<file path="src/sv/srtp_pkg.sv">
// Shared types and constants for the serial test pattern responder.
// No dependencies; compiled before the interfaces and all modules.
package srtp_pkg;

  // Item kinds carried on the request channel
  typedef enum logic [1:0] {
    FUNC_FRAME    = 2'd0,
    FUNC_TX_READY = 2'd1,
    FUNC_ABORT    = 2'd2
  } func_e;

  // Answer to a command frame
  typedef enum logic [1:0] {
    RSP_NONE        = 2'd0,
    RSP_NOT_HANDLED = 2'd1,
    RSP_NAK         = 2'd2,
    RSP_START       = 2'd3
  } rsp_e;

  // Configuration register indexes
  typedef enum logic [1:0] {
    REG_DEVICE_ID  = 2'd0,
    REG_MAX_SECTOR = 2'd1
  } reg_e;

  localparam logic [7:0]  CMD_READ   = 8'h52;
  localparam logic [7:0]  CMD_STATUS = 8'h53;
  localparam logic [7:0]  CMD_GET    = 8'h47;

  localparam logic [7:0]  COMPLETE_BYTE = 8'h43;

  localparam logic [15:0] READ_LEN   = 16'd128;
  localparam logic [15:0] STATUS_LEN = 16'd4;
  localparam logic [7:0]  GET_BASE   = 8'd1;

  localparam logic [7:0]  DEVICE_ID_RST  = 8'h31;
  localparam logic [15:0] MAX_SECTOR_RST = 16'd720;

  localparam int unsigned CFG_IDX_W  = 2;
  localparam int unsigned CFG_DATA_W = 16;
  localparam int unsigned INDEX_W    = 17;

  // Live configuration handed to the core
  typedef struct packed {
    logic [7:0]  device_id;
    logic [15:0] max_sector;
  } cfg_t;

  // One request item
  typedef struct packed {
    logic [1:0]  func;
    logic [7:0]  device_number;
    logic [7:0]  command_code;
    logic [15:0] aux_word;
    logic        standard_rate;
  } item_t;

  // One result item
  typedef struct packed {
    rsp_e        response;
    logic        byte_valid;
    logic [7:0]  tx_byte;
    logic        command_done;
  } result_t;

endpackage

</file>
<file path="src/sv/srtp_if.sv">
// Handshake interfaces for the request, result and configuration channels.
// Depends on srtp_pkg for widths.
interface srtp_in_if import srtp_pkg::*; ();
  logic        valid;
  logic        ready;
  logic [1:0]  func;
  logic [7:0]  device_number;
  logic [7:0]  command_code;
  logic [15:0] aux_word;
  logic        standard_rate;

  modport source (output valid, func, device_number, command_code, aux_word,
                  standard_rate, input ready);
  modport sink   (input valid, func, device_number, command_code, aux_word,
                  standard_rate, output ready);
endinterface

interface srtp_out_if import srtp_pkg::*; ();
  logic        valid;
  logic        ready;
  logic [1:0]  response;
  logic        byte_valid;
  logic [7:0]  tx_byte;
  logic        command_done;

  modport source (output valid, response, byte_valid, tx_byte, command_done,
                  input ready);
  modport sink   (input valid, response, byte_valid, tx_byte, command_done,
                  output ready);
endinterface

interface srtp_cfg_if import srtp_pkg::*; ();
  logic                  valid;
  logic                  ready;
  logic [CFG_IDX_W-1:0]  index;
  logic [CFG_DATA_W-1:0] data;

  modport source (output valid, index, data, input ready);
  modport sink   (input valid, index, data, output ready);
endinterface

</file>
<file path="src/sv/srtp_core.sv">
// Transfer state and per-request decode: command frames, byte stream, abort.
// Depends on srtp_pkg; state advances only on an accepted request.
module srtp_core import srtp_pkg::*; (
  input  logic    clk_i,
  input  logic    rst_ni,
  input  logic    accept_i,
  input  item_t   item_i,
  input  cfg_t    cfg_i,
  output result_t result_o
);

  logic               active_q, active_d;
  logic [INDEX_W-1:0] index_q, index_d;
  logic [15:0]        length_q, length_d;
  logic [7:0]         base_q, base_d;
  logic [7:0]         csum_q, csum_d;
  result_t            res;

  logic [INDEX_W-1:0] len_ext;
  logic [7:0]         pat_byte;
  logic [8:0]         csum_sum;

  assign len_ext  = {1'b0, length_q};
  assign pat_byte = index_q[7:0] - 8'd1 + base_q;
  assign csum_sum = {1'b0, csum_q} + {1'b0, pat_byte};

  always_comb begin
    logic        arm;
    logic [15:0] arm_len;
    active_d = active_q;
    index_d  = index_q;
    length_d = length_q;
    base_d   = base_q;
    csum_d   = csum_q;
    res      = '0;
    arm      = 1'b0;
    arm_len  = '0;
    unique case (item_i.func)
      FUNC_FRAME: begin
        if (item_i.device_number != cfg_i.device_id || !item_i.standard_rate) begin
          res.response = RSP_NOT_HANDLED;
        end else begin
          // any frame for us drops a running transfer
          active_d     = 1'b0;
          res.response = RSP_NAK;
          unique case (item_i.command_code)
            CMD_READ: begin
              if (item_i.aux_word != '0 && item_i.aux_word <= cfg_i.max_sector) begin
                base_d  = item_i.aux_word[7:0];
                arm     = 1'b1;
                arm_len = READ_LEN;
              end
            end
            CMD_STATUS: begin
              arm     = 1'b1;
              arm_len = STATUS_LEN;
            end
            CMD_GET: begin
              if (item_i.aux_word != '0) begin
                base_d  = GET_BASE;
                arm     = 1'b1;
                arm_len = item_i.aux_word;
              end
            end
            default: ;
          endcase
          if (arm) begin
            active_d     = 1'b1;
            index_d      = '0;
            length_d     = arm_len;
            csum_d       = '0;
            res.response = RSP_START;
          end
        end
      end
      FUNC_TX_READY: begin
        if (active_q) begin
          priority if (index_q == '0) begin
            res.byte_valid = 1'b1;
            res.tx_byte    = COMPLETE_BYTE;
            index_d        = INDEX_W'(1);
          end else if (index_q <= len_ext + INDEX_W'(1)) begin
            res.byte_valid = 1'b1;
            if (index_q <= len_ext) begin
              res.tx_byte = pat_byte;
              // end-around carry
              csum_d      = csum_sum[7:0] + {7'd0, csum_sum[8]};
            end else begin
              res.tx_byte = csum_q;
            end
            index_d = index_q + INDEX_W'(1);
          end else begin
            active_d         = 1'b0;
            res.command_done = 1'b1;
          end
        end
      end
      FUNC_ABORT: begin
        active_d = 1'b0;
      end
      default: ;
    endcase
  end

  assign result_o = res;

  always_ff @(posedge clk_i or negedge rst_ni) begin
    if (!rst_ni) begin
      active_q <= 1'b0;
      index_q  <= '0;
      length_q <= '0;
      base_q   <= '0;
      csum_q   <= '0;
    end else if (accept_i) begin
      active_q <= active_d;
      index_q  <= index_d;
      length_q <= length_d;
      base_q   <= base_d;
      csum_q   <= csum_d;
    end
  end

  a_index_bounded: assert property (@(posedge clk_i) disable iff (!rst_ni)
    active_q |-> index_q <= len_ext + INDEX_W'(2))
    else $error("byte index ran past the end of the transfer");

  a_start_arms: assert property (@(posedge clk_i) disable iff (!rst_ni)
    accept_i && res.response == RSP_START |=> active_q && index_q == '0)
    else $error("started command did not arm the transfer");

  a_done_idles: assert property (@(posedge clk_i) disable iff (!rst_ni)
    accept_i && res.command_done |=> !active_q)
    else $error("transfer still active after completion");

  a_byte_needs_active: assert property (@(posedge clk_i) disable iff (!rst_ni)
    accept_i && res.byte_valid |-> active_q && item_i.func == FUNC_TX_READY)
    else $error("byte emitted without an active transfer");

endmodule

</file>
<file path="src/sv/serial_test_pattern_responder.sv">
// Top level of the serial test pattern responder: config registers, core, result register.
// Depends on srtp_pkg, srtp_if and srtp_core.
//
//  channel | dir | payload                                             | taken when
//  in_i    | in  | func, device_number, command_code, aux_word, rate   | valid & ready
//  out_o   | out | response, byte_valid, tx_byte, command_done         | valid & ready
//  cfg_i   | in  | index (0 device_id, 1 max_sector), data             | valid & ready
//
// One request per cycle, one result per request, registered in the result register
// and held there until taken. The request decode and checksum add sit between the
// request port and that register. in_i.ready drops only while a result waits
// and out_o.ready is low. cfg_i.ready is always high. Reset is asynchronous and
// clears the transfer state and loads the register defaults.
module serial_test_pattern_responder import srtp_pkg::*; (
  input  logic clk_i,
  input  logic rst_ni,
  srtp_in_if.sink    in_i,
  srtp_out_if.source out_o,
  srtp_cfg_if.sink   cfg_i
);

  cfg_t    cfg_q;
  logic    out_valid_q;
  result_t res_q;
  result_t res;
  item_t   item;
  logic    accept;

  assign in_i.ready  = !out_valid_q || out_o.ready;
  assign accept      = in_i.valid && in_i.ready;
  assign cfg_i.ready = 1'b1;

  assign item.func          = in_i.func;
  assign item.device_number = in_i.device_number;
  assign item.command_code  = in_i.command_code;
  assign item.aux_word      = in_i.aux_word;
  assign item.standard_rate = in_i.standard_rate;

  always_ff @(posedge clk_i or negedge rst_ni) begin
    if (!rst_ni) begin
      cfg_q.device_id  <= DEVICE_ID_RST;
      cfg_q.max_sector <= MAX_SECTOR_RST;
    end else if (cfg_i.valid) begin
      unique case (cfg_i.index)
        REG_DEVICE_ID:  cfg_q.device_id  <= cfg_i.data[7:0];
        REG_MAX_SECTOR: cfg_q.max_sector <= cfg_i.data;
        default: ;
      endcase
    end
  end

  srtp_core u_core (
    .clk_i    (clk_i),
    .rst_ni   (rst_ni),
    .accept_i (accept),
    .item_i   (item),
    .cfg_i    (cfg_q),
    .result_o (res)
  );

  always_ff @(posedge clk_i or negedge rst_ni) begin
    if (!rst_ni) begin
      out_valid_q <= 1'b0;
    end else if (accept) begin
      out_valid_q <= 1'b1;
    end else if (out_o.ready) begin
      out_valid_q <= 1'b0;
    end
  end

  // hold the result until taken
  always_ff @(posedge clk_i) begin
    if (accept) begin
      res_q <= res;
    end
  end

  assign out_o.valid        = out_valid_q;
  assign out_o.response     = res_q.response;
  assign out_o.byte_valid   = res_q.byte_valid;
  assign out_o.tx_byte      = res_q.tx_byte;
  assign out_o.command_done = res_q.command_done;

endmodule

</file>
<file path="src/flat_wrapper.sv">
// flat-port wrapper written by rule: the top's interface ports become plain ports
module serial_test_pattern_responder_flat import srtp_pkg::*;
  (clk_i, rst_ni, in_i_valid, in_i_func, in_i_device_number, in_i_command_code, in_i_aux_word, in_i_standard_rate, in_i_ready, out_o_valid, out_o_response, out_o_byte_valid, out_o_tx_byte, out_o_command_done, out_o_ready, cfg_i_valid, cfg_i_index, cfg_i_data, cfg_i_ready);
  srtp_in_if in_i_i ();
  srtp_out_if out_o_i ();
  srtp_cfg_if cfg_i_i ();
  input  logic clk_i;
  input  logic rst_ni;
  input wire logic [$bits(in_i_i.valid)-1:0] in_i_valid;
  input wire logic [$bits(in_i_i.func)-1:0] in_i_func;
  input wire logic [$bits(in_i_i.device_number)-1:0] in_i_device_number;
  input wire logic [$bits(in_i_i.command_code)-1:0] in_i_command_code;
  input wire logic [$bits(in_i_i.aux_word)-1:0] in_i_aux_word;
  input wire logic [$bits(in_i_i.standard_rate)-1:0] in_i_standard_rate;
  output wire logic [$bits(in_i_i.ready)-1:0] in_i_ready;
  output wire logic [$bits(out_o_i.valid)-1:0] out_o_valid;
  output wire logic [$bits(out_o_i.response)-1:0] out_o_response;
  output wire logic [$bits(out_o_i.byte_valid)-1:0] out_o_byte_valid;
  output wire logic [$bits(out_o_i.tx_byte)-1:0] out_o_tx_byte;
  output wire logic [$bits(out_o_i.command_done)-1:0] out_o_command_done;
  input wire logic [$bits(out_o_i.ready)-1:0] out_o_ready;
  input wire logic [$bits(cfg_i_i.valid)-1:0] cfg_i_valid;
  input wire logic [$bits(cfg_i_i.index)-1:0] cfg_i_index;
  input wire logic [$bits(cfg_i_i.data)-1:0] cfg_i_data;
  output wire logic [$bits(cfg_i_i.ready)-1:0] cfg_i_ready;
  assign in_i_i.valid = in_i_valid;
  assign in_i_i.func = in_i_func;
  assign in_i_i.device_number = in_i_device_number;
  assign in_i_i.command_code = in_i_command_code;
  assign in_i_i.aux_word = in_i_aux_word;
  assign in_i_i.standard_rate = in_i_standard_rate;
  assign in_i_ready = in_i_i.ready;
  assign out_o_valid = out_o_i.valid;
  assign out_o_response = out_o_i.response;
  assign out_o_byte_valid = out_o_i.byte_valid;
  assign out_o_tx_byte = out_o_i.tx_byte;
  assign out_o_command_done = out_o_i.command_done;
  assign out_o_i.ready = out_o_ready;
  assign cfg_i_i.valid = cfg_i_valid;
  assign cfg_i_i.index = cfg_i_index;
  assign cfg_i_i.data = cfg_i_data;
  assign cfg_i_ready = cfg_i_i.ready;
  serial_test_pattern_responder u_core (.clk_i(clk_i), .rst_ni(rst_ni), .in_i(in_i_i), .out_o(out_o_i), .cfg_i(cfg_i_i));
endmodule
</file>
<file path="config.mk">
export PLATFORM = sky130hd
export DESIGN_NAME = serial_test_pattern_responder_flat
export DESIGN_NICKNAME = d
export VERILOG_FILES = /design/src/sv/srtp_pkg.sv /design/src/sv/srtp_if.sv /design/src/sv/srtp_core.sv /design/src/sv/serial_test_pattern_responder.sv /design/src/flat_wrapper.sv
export SDC_FILE = /design/constraint.sdc
export NUM_CORES = 1
export LEC_CHECK = 0
export BUFFER_PORTS_ARGS = -buffer_cell sky130_fd_sc_hd__buf_2
export CAP_MARGIN = 20
export CORE_MARGIN = 1
export CORE_UTILIZATION = 60
export DETAILED_ROUTE_END_ITERATION = 10
export GPL_ROUTABILITY_DRIVEN = 0
export MAX_ROUTING_LAYER = met4
export PLACE_DENSITY_LB_ADDON = 0.08
export SETUP_SLACK_MARGIN = 0.4
export SLEW_MARGIN = 10
export SYNTH_ARGS = -nofsm -noshare
export SYNTH_HDL_FRONTEND = slang
export SYNTH_SLANG_ARGS = --single-unit
</file>
<file path="constraint.sdc">
create_clock -name clk_i -period 4.3 [get_ports clk_i]
set_input_delay 0.43 -clock clk_i [delete_from_list [all_inputs] [get_ports clk_i]]
set_output_delay 0.43 -clock clk_i [all_outputs]
set_load 0.01 [all_outputs]
</file>
==> flow_summary.ini, run 1 <==
[finish]
instances_no_fill = 942
stdcell_area_um2 = 7470
n_antenna_cell = 0
multi_input_comb_area_um2 = 4010
final_nets = 938
nFillCells = 810
finish.utilization_pct = 72.0
regArea_um2 = 2250
area_growth_syn_to_layout_pct = 15.7
drive_gt1_share_pct = 23.7

[sta]
finClkSkew_ns = 0.00950
maxSlewHeadroom_pct = 35.9
max_freq_mhz = 265
period_share_pct = 87.8
setup_slack_ns = 0.524
hold_slack_ns = 0.187
rsz0062_at_grt = yes
finalCriticalPeriod_ns = 3.78
setup_viol = 0
fin_tns_setup_ns = 0
max_slew.worst_pin.slew_ns = 0.962
timing.final.hold_violations = 0
slew_viol_final = 0

[die]
ios = 73
core_um2 = 10400
start_util_pct = 62.3
die_h_um = 106
rows = 37
die-width_um = 106
dieArea_um2 = 11200

[logic_synthesis]
syn-num-nets = 846
synth_top_family_by_area = simple AND/OR/NAND/NOR gates
synth_cell_types = 59
synthXorXnorAreaFrac_pct = 5.10
ys.flop_type = dfrtp_1
synth_fa_ha_area_share_pct = 15.5
syn_avg_cell_area_um2 = 9.11
synth_seq_cells = 87
synthMuxAreaShare_pct = 6.12
synth_simple_gate_area_share_pct = 16.5
syn_inst = 709
synth_compound_area_share_pct = 15.9
synth_area_um2 = 6460
synth-edff-count = 12
synthArstFlopShare_pct = 86.2
synth_warnings = 0
seq_area_frac_synth_pct = 34.8

[critical_path]
cp_common_cell = inv_2
endpoint_kind = flip-flop
cp_num_buf_inv = 4
worstPathMaxFanout = 4
path_cells = inv_2 -> ha_4 -> inv_2 -> ha_4 -> inv_2 -> fa_2 -> inv_2 -> ha_4 -> nor2b_4 -> o31a_1 -> o31a_1 -> o21ai_1 -> nand2b_1 -> ha_2 -> and3_4 -> and3_4 -> nand3_2 -> xnor3_1 -> o22ai_1
crit_required_ns = 4.60
cpPeakStageDelay_ns = 0.59
slowest_stage = fa_2
start_kind = flip-flop
crit_arrival_ns = 4.07
cp_top_family = adder cells
worstSetupPathType = flip-flop to flip-flop

[clock_tree]
cts_buffer_depth = 2
cts-root-buf = clkbuf_8
clkTransAtPathRegs_ns = 0.09
htree_num_levels = 3
cts_tree = done
cts_buffers = 9
clk_latency_ns = 0.37
cts_sinks = 87
ctsHoldBuffers = 0

[routing]
routedWlPerCell_um = 16.9
vias_per_cell = 6.02
antenna_left = 0
first_iter_violations = 275
vias = 5675
drcViolationCount = 0
wirelength_um = 15900
drtPass1Iterations = 5

[placement]
dpl_cell_area_um2 = 6960
place_hpwl_um = 12000
pre_cts_ws_ns = 0.143
placed_cells = 907
port_buffers = 71

[power]
ir_drop_mv = 0.272
power_density_nw_per_um2 = 374
total_power_mw = 2.79
p_leak_nw = 3.44

[grt]
grt_pass1_vias = 5667
gr-total-overflow = 0
grt_max_degree = 76
grt_usage_pct = 30.1
grt_first_pass_wirelength_um = 26000
antenna_found_initial = 0

[run]
cap_violations = 0

[hold_path]
hold_path_class = input port to asynchronous set/reset pin

[status]
status = completed
power by group:
| part | switching (mW) | total, mW | internal (mW) |
|---|---|---|---|
| Clock | 0.319 | 0.549 | 0.230 |
| Combinational | 0.663 | 1.23 | 0.572 |
| Sequential | 0.0716 | 1.01 | 0.935 |
sequential cells by signal (all words and copies together) (netlist names):
register	cells
u_core.cfg_q	24
u_core.u_core.active_q	1
u_core.out_o.byte_valid	1
u_core.out_o.valid	1
u_core.u_core.index_q	17
u_core.u_core.csum_q	8
u_core.u_core.base_q	8
u_core.out_o.command_done	1
u_core.u_core.length_q	16
u_core.out_o.tx_byte	8
u_core.out_o.response	2
final timing paths:
| check | start | endpoint | slack (ns) | depth (start not counted) |
|---|---|---|---|---|
| worst max-delay path | u_core.u_core.index_q[1] | u_core.u_core.csum_q[7] | 0.52 | 19 |
| max in group asynchronous | rst_ni | u_core.u_core.index_q[3] | 3.45 | 1 |
| worst min-delay path | rst_ni | u_core.u_core.index_q[13] | 0.19 | 1 |
| worst max register to register | u_core.u_core.index_q[1] | u_core.u_core.csum_q[7] | 0.52 | 19 |
| worst min register to register | u_core.cfg_q[12] | u_core.cfg_q[12] | 0.51 | 1 |
| min in group clk_i | in_i_valid | u_core.out_o.valid | 0.26 | 2 |
metal layers:
layer  share of wire (%)  routed length, um  vias to the layer above  GRT usage, %
met5                   0                  0                        -             -
met4                 3.7                591                        0          13.1
met3                 5.7                901                       47          3.40
met2                  48               7620                      222          49.9
met1                  43               6790                     2683          37.4
li1                    -                  -                     2723             -
Yosys cell counts (all sizes together) (6+ instances only):
| cell | instances | area share (%) |
|---|---|---|
| a21oi | 36 | 2.8 |
| nor3b | 6 | 0.70 |
| clkbuf | 9 | 0.52 |
| ha | 77 | 15 |
| o22a | 14 | 1.9 |
| mux2 | 28 | 4.9 |
| o22ai | 6 | 0.58 |
| nor4 | 18 | 1.7 |
| xnor2 | 33 | 4.5 |
| nand4 | 14 | 1.4 |
| nor2 | 24 | 1.4 |
| o21ai | 57 | 4.4 |
| dfrtp | 68 | 26 |
| inv | 87 | 5.1 |
| mux2i | 8 | 1.2 |
| edfxtp | 12 | 5.6 |
| nand2b | 6 | 0.58 |
| and3 | 8 | 0.78 |
| dfstp | 7 | 2.8 |
| nand2 | 67 | 3.9 |
| nor3 | 13 | 1.0 |
| nand3 | 28 | 2.2 |
cell families after synthesis:
logic type	after synthesis
adder cells (fa/ha/maj)	79
other	1
multiplexers	36
AO/OA/AOI/OAI	160
buffers and inverters	101
XOR/XNOR	36
AND/OR/NAND/NOR	209
flip-flops	87
final cells by class:
class / instances / share of cell area (%)
clock buffers: 11 / 1.89
multi-input cells: 521 / 53.6
clock inverters: 5 / 0.553
repair buffers: 95 / 7.17
flip-flops and latches: 87 / 30.1
inverters: 87 / 4.37
well taps: 136 / 2.28
timing repair:
item                       4_1_cts  5_1_grt
setup buffers                    6       12
hold endpoints to repair         0        0
resized for setup                8       41
setup endpoints to repair       17       32
pin swaps                        3       21
layout by cell type (no fill, tap or decap), types with 5 or more instances in the layout:
| master | Yosys | routed |
|---|---|---|
| nor3b_1 | 6 | 6 |
| o21ai_0 | 57 | 54 |
| nand2b_1 | 6 | 6 |
| nand3_1 | 28 | 26 |
| dfstp_2 | 7 | 7 |
| o22ai_1 | 6 | 6 |
| and3_1 | 8 | 6 |
| mux2_2 | 28 | 28 |
| nor2_1 | 24 | 22 |
| mux2i_1 | 8 | 8 |
| nand2_1 | 67 | 66 |
| inv_2 | 0 | 7 |
| nor3_1 | 13 | 13 |
| o22a_1 | 14 | 14 |
| a21oi_1 | 36 | 34 |
| buf_4 | 1 | 24 |
| nor4_1 | 18 | 15 |
| inv_1 | 87 | 80 |
| ha_1 | 77 | 71 |
| buf_2 | 4 | 70 |
| dfrtp_1 | 68 | 65 |
| xnor2_1 | 33 | 32 |
| a21o_1 | 5 | 5 |
| a31oi_1 | 5 | 5 |
| nand4_1 | 14 | 14 |
| o21a_1 | 5 | 5 |
| edfxtp_1 | 12 | 12 |
| clkbuf_8 | 0 | 10 |
Note: power is estimated with default switching activity, not from simulation.
==> run 2: changes to the inputs <==
--- a/config.mk
+++ b/config.mk
@@ -8,9 +8,10 @@
 export BUFFER_PORTS_ARGS = -buffer_cell sky130_fd_sc_hd__buf_2
 export CAP_MARGIN = 20
 export CORE_MARGIN = 1
-export CORE_UTILIZATION = 60
+export CORE_UTILIZATION = 54
 export DETAILED_ROUTE_END_ITERATION = 10
 export GPL_ROUTABILITY_DRIVEN = 0
+export HOLD_SLACK_MARGIN = 0.06
 export MAX_ROUTING_LAYER = met4
 export PLACE_DENSITY_LB_ADDON = 0.08
 export SETUP_SLACK_MARGIN = 0.4
==> constraint.sdc (replaced) <==
create_clock -name clk_i -period 3.4 [get_ports clk_i]
set_input_delay 0.34 -clock clk_i [delete_from_list [all_inputs] [get_ports clk_i]]
set_output_delay 0.34 -clock clk_i [all_outputs]
set_load 0.01 [all_outputs]
==> run 2 against run 1 <==
Compared with the run above: critical endpoint unchanged; core utilization increased by 2.9 points; worst hold slack got worse by 0.079 ns; first-iteration DRC count increased by 14%; the run now ends with DRC, setup timing left; via count increased by 6.8%.
==> flow_summary.ini, run 2 (same netlist as run 1, synthesis figures left out) <==
[status]
violations = DRC, setup timing
status = complete, but fails checks

[critical_path]
cp_num_buf_inv = 3
worstSetupPathType = flip-flop to flip-flop
worstPathMaxFanout = 3
endpoint_kind = flip-flop
crit_arrival_ns = 3.91
cp_top_family = adder cells
path_cells = inv_1 -> ha_1 -> inv_2 -> ha_4 -> inv_2 -> fa_2 -> xnor2_2 -> ha_1 -> o21a_1 -> o31a_1 -> o31a_1 -> o21ai_1 -> nand2b_1 -> ha_2 -> and3_4 -> and3_4 -> nand3_2 -> xnor3_1 -> o22ai_2
cpPeakStageDelay_ns = 0.39
slowest_stage = fa_2
start_kind = flip-flop
crit_required_ns = 3.68

[clock_tree]
clk_latency_ns = 0.36
cts_sinks = 87
cts-root-buf = clkbuf_16
cts_buffer_depth = 2
clkTransAtPathRegs_ns = 0.07
ctsHoldBuffers = 0
cts_buffers = 9
htree_num_levels = 3
cts_tree = done

[die]
dieArea_um2 = 12400
die_h_um = 111
core_um2 = 11500
start_util_pct = 56.1
ios = 73
die-width_um = 111
rows = 39

[sta]
setup_slack_ns = -0.233
rsz0062_at_grt = yes
maxSlewHeadroom_pct = 35.6
fin_tns_setup_ns = -2.57
hold_slack_ns = 0.108
slew_viol_final = 0
finalCriticalPeriod_ns = 3.63
max_slew.worst_pin.slew_ns = 0.967
period_share_pct = 107
setup_viol = 33
timing.final.hold_violations = 0
finClkSkew_ns = 0.00810
max_freq_mhz = 275

[finish]
largest_reg_flops = 24
final_nets = 1016
mostFrequentLayoutCells = buf_4 (88), inv_1 (78), buf_2 (70)
largest_register = u_core.cfg_q
n_antenna_cell = 0
area_growth_syn_to_layout_pct = 33.7
top_regs = u_core.cfg_q (24), u_core.u_core.index_q (17), u_core.u_core.length_q (16)
drive_gt1_share_pct = 35.6
nFillCells = 794
final_common_cell = buf_4

[placement]
place_hpwl_um = 12800
port_buffers = 71

[power]
power_density_nw_per_um2 = 516
ir_drop_mv = 0.334
p_leak_nw = 3.99
total_power_mw = 4.46

[grt]
antenna_found_initial = 0
grt_usage_pct = 30.7
grt_pass1_vias = 6096
grt_max_degree = 76
gr-total-overflow = 0
grt_first_pass_wirelength_um = 29200

[routing]
routedWlPerCell_um = 17.4
vias_per_cell = 5.90
wirelength_um = 17900
drcViolationCount = 6
antenna_left = 0
first_iter_violations = 314
vias = 6063
drtPass1Iterations = 8

[run]
cap_violations = 0

[hold_path]
hold_path_class = input port to asynchronous set/reset pin
run 2: cell types whose count changed in the layout (fill, tap and decap cells not counted), sizes merged:
cell / before / now
inv: 88 / 89
clkinv: 2 / 3
buf: 94 / 173
clkbuf: 12 / 10
clkinvlp: 2 / 0
bufinv: 0 / 1
run 2: per-stage QoR:
stage / setup WS (ns) / cell area, um^2 / util (%) / std cells
after floorplan: -0.0732 / 6630 / - / 709
after global placement: -0.120 / 7530 / 65.4 / 969
after detailed placement: -0.217 / 7530 / 65.4 / 969
after CTS: -0.132 / 8400 / 73.0 / 1019
after global routing: -0.350 / 8630 / 75.0 / 1027
final: -0.233 / 8630 / 75.0 / 1027
run 2: worst paths after layout:
kind,start,endpoint,slack [ns],cells after the start
worst max-delay path,u_core.u_core.index_q[0],u_core.u_core.csum_q[7],-0.23,19
worst min-delay path,rst_ni,u_core.u_core.index_q[16],0.11,1
worst max register to register,u_core.u_core.index_q[0],u_core.u_core.csum_q[7],-0.23,19
worst min register to register,u_core.cfg_q[11],u_core.cfg_q[11],0.51,1
max in group asynchronous,rst_ni,u_core.u_core.length_q[0],2.58,1
min in group clk_i,in_i_valid,u_core.out_o.valid,0.19,2
run 2: area by class of cell:
cell class	instances	area, um^2	share of cell area, %
Inverter	87	329	3.81
Timing Repair Buffer	173	1200	13.9
Tap cell	143	179	2.07
Clock buffer	10	250	2.90
Clock inverter	6	65.1	0.754
Sequential cell	87	2250	26.0
Multi-Input combinational cell	521	4370	50.6
run 2: routing by layer:
| metal | wire length (um) | GRT usage, % | up-vias |
|---|---|---|---|
| met2 | 8950 | 52.0 | 232 |
| li1 | - | - | 2876 |
| met1 | 7390 | 36.8 | 2907 |
| met5 | 0 | - | - |
| met4 | 544 | 13.9 | 0 |
| met3 | 1010 | 3.43 | 48 |
run 2: what timing repair did:
item | 4_1_cts | 5_1_grt
cloned | 1 | 0
setup endpoints to repair | 36 | 36
endpoints found under the hold margin | 0 | 0
buffers inserted | 33 | 8
resized for setup | 64 | 36
pin swaps | 41 | 20
run 2: report_power, final:
group / total (mW) / internal (mW) / switching (mW)
clock: 1.06 / 0.617 / 0.444
sequential: 1.28 / 1.18 / 0.0915
combinational: 2.12 / 1.04 / 1.08
total: 4.46 / 2.84 / 1.61
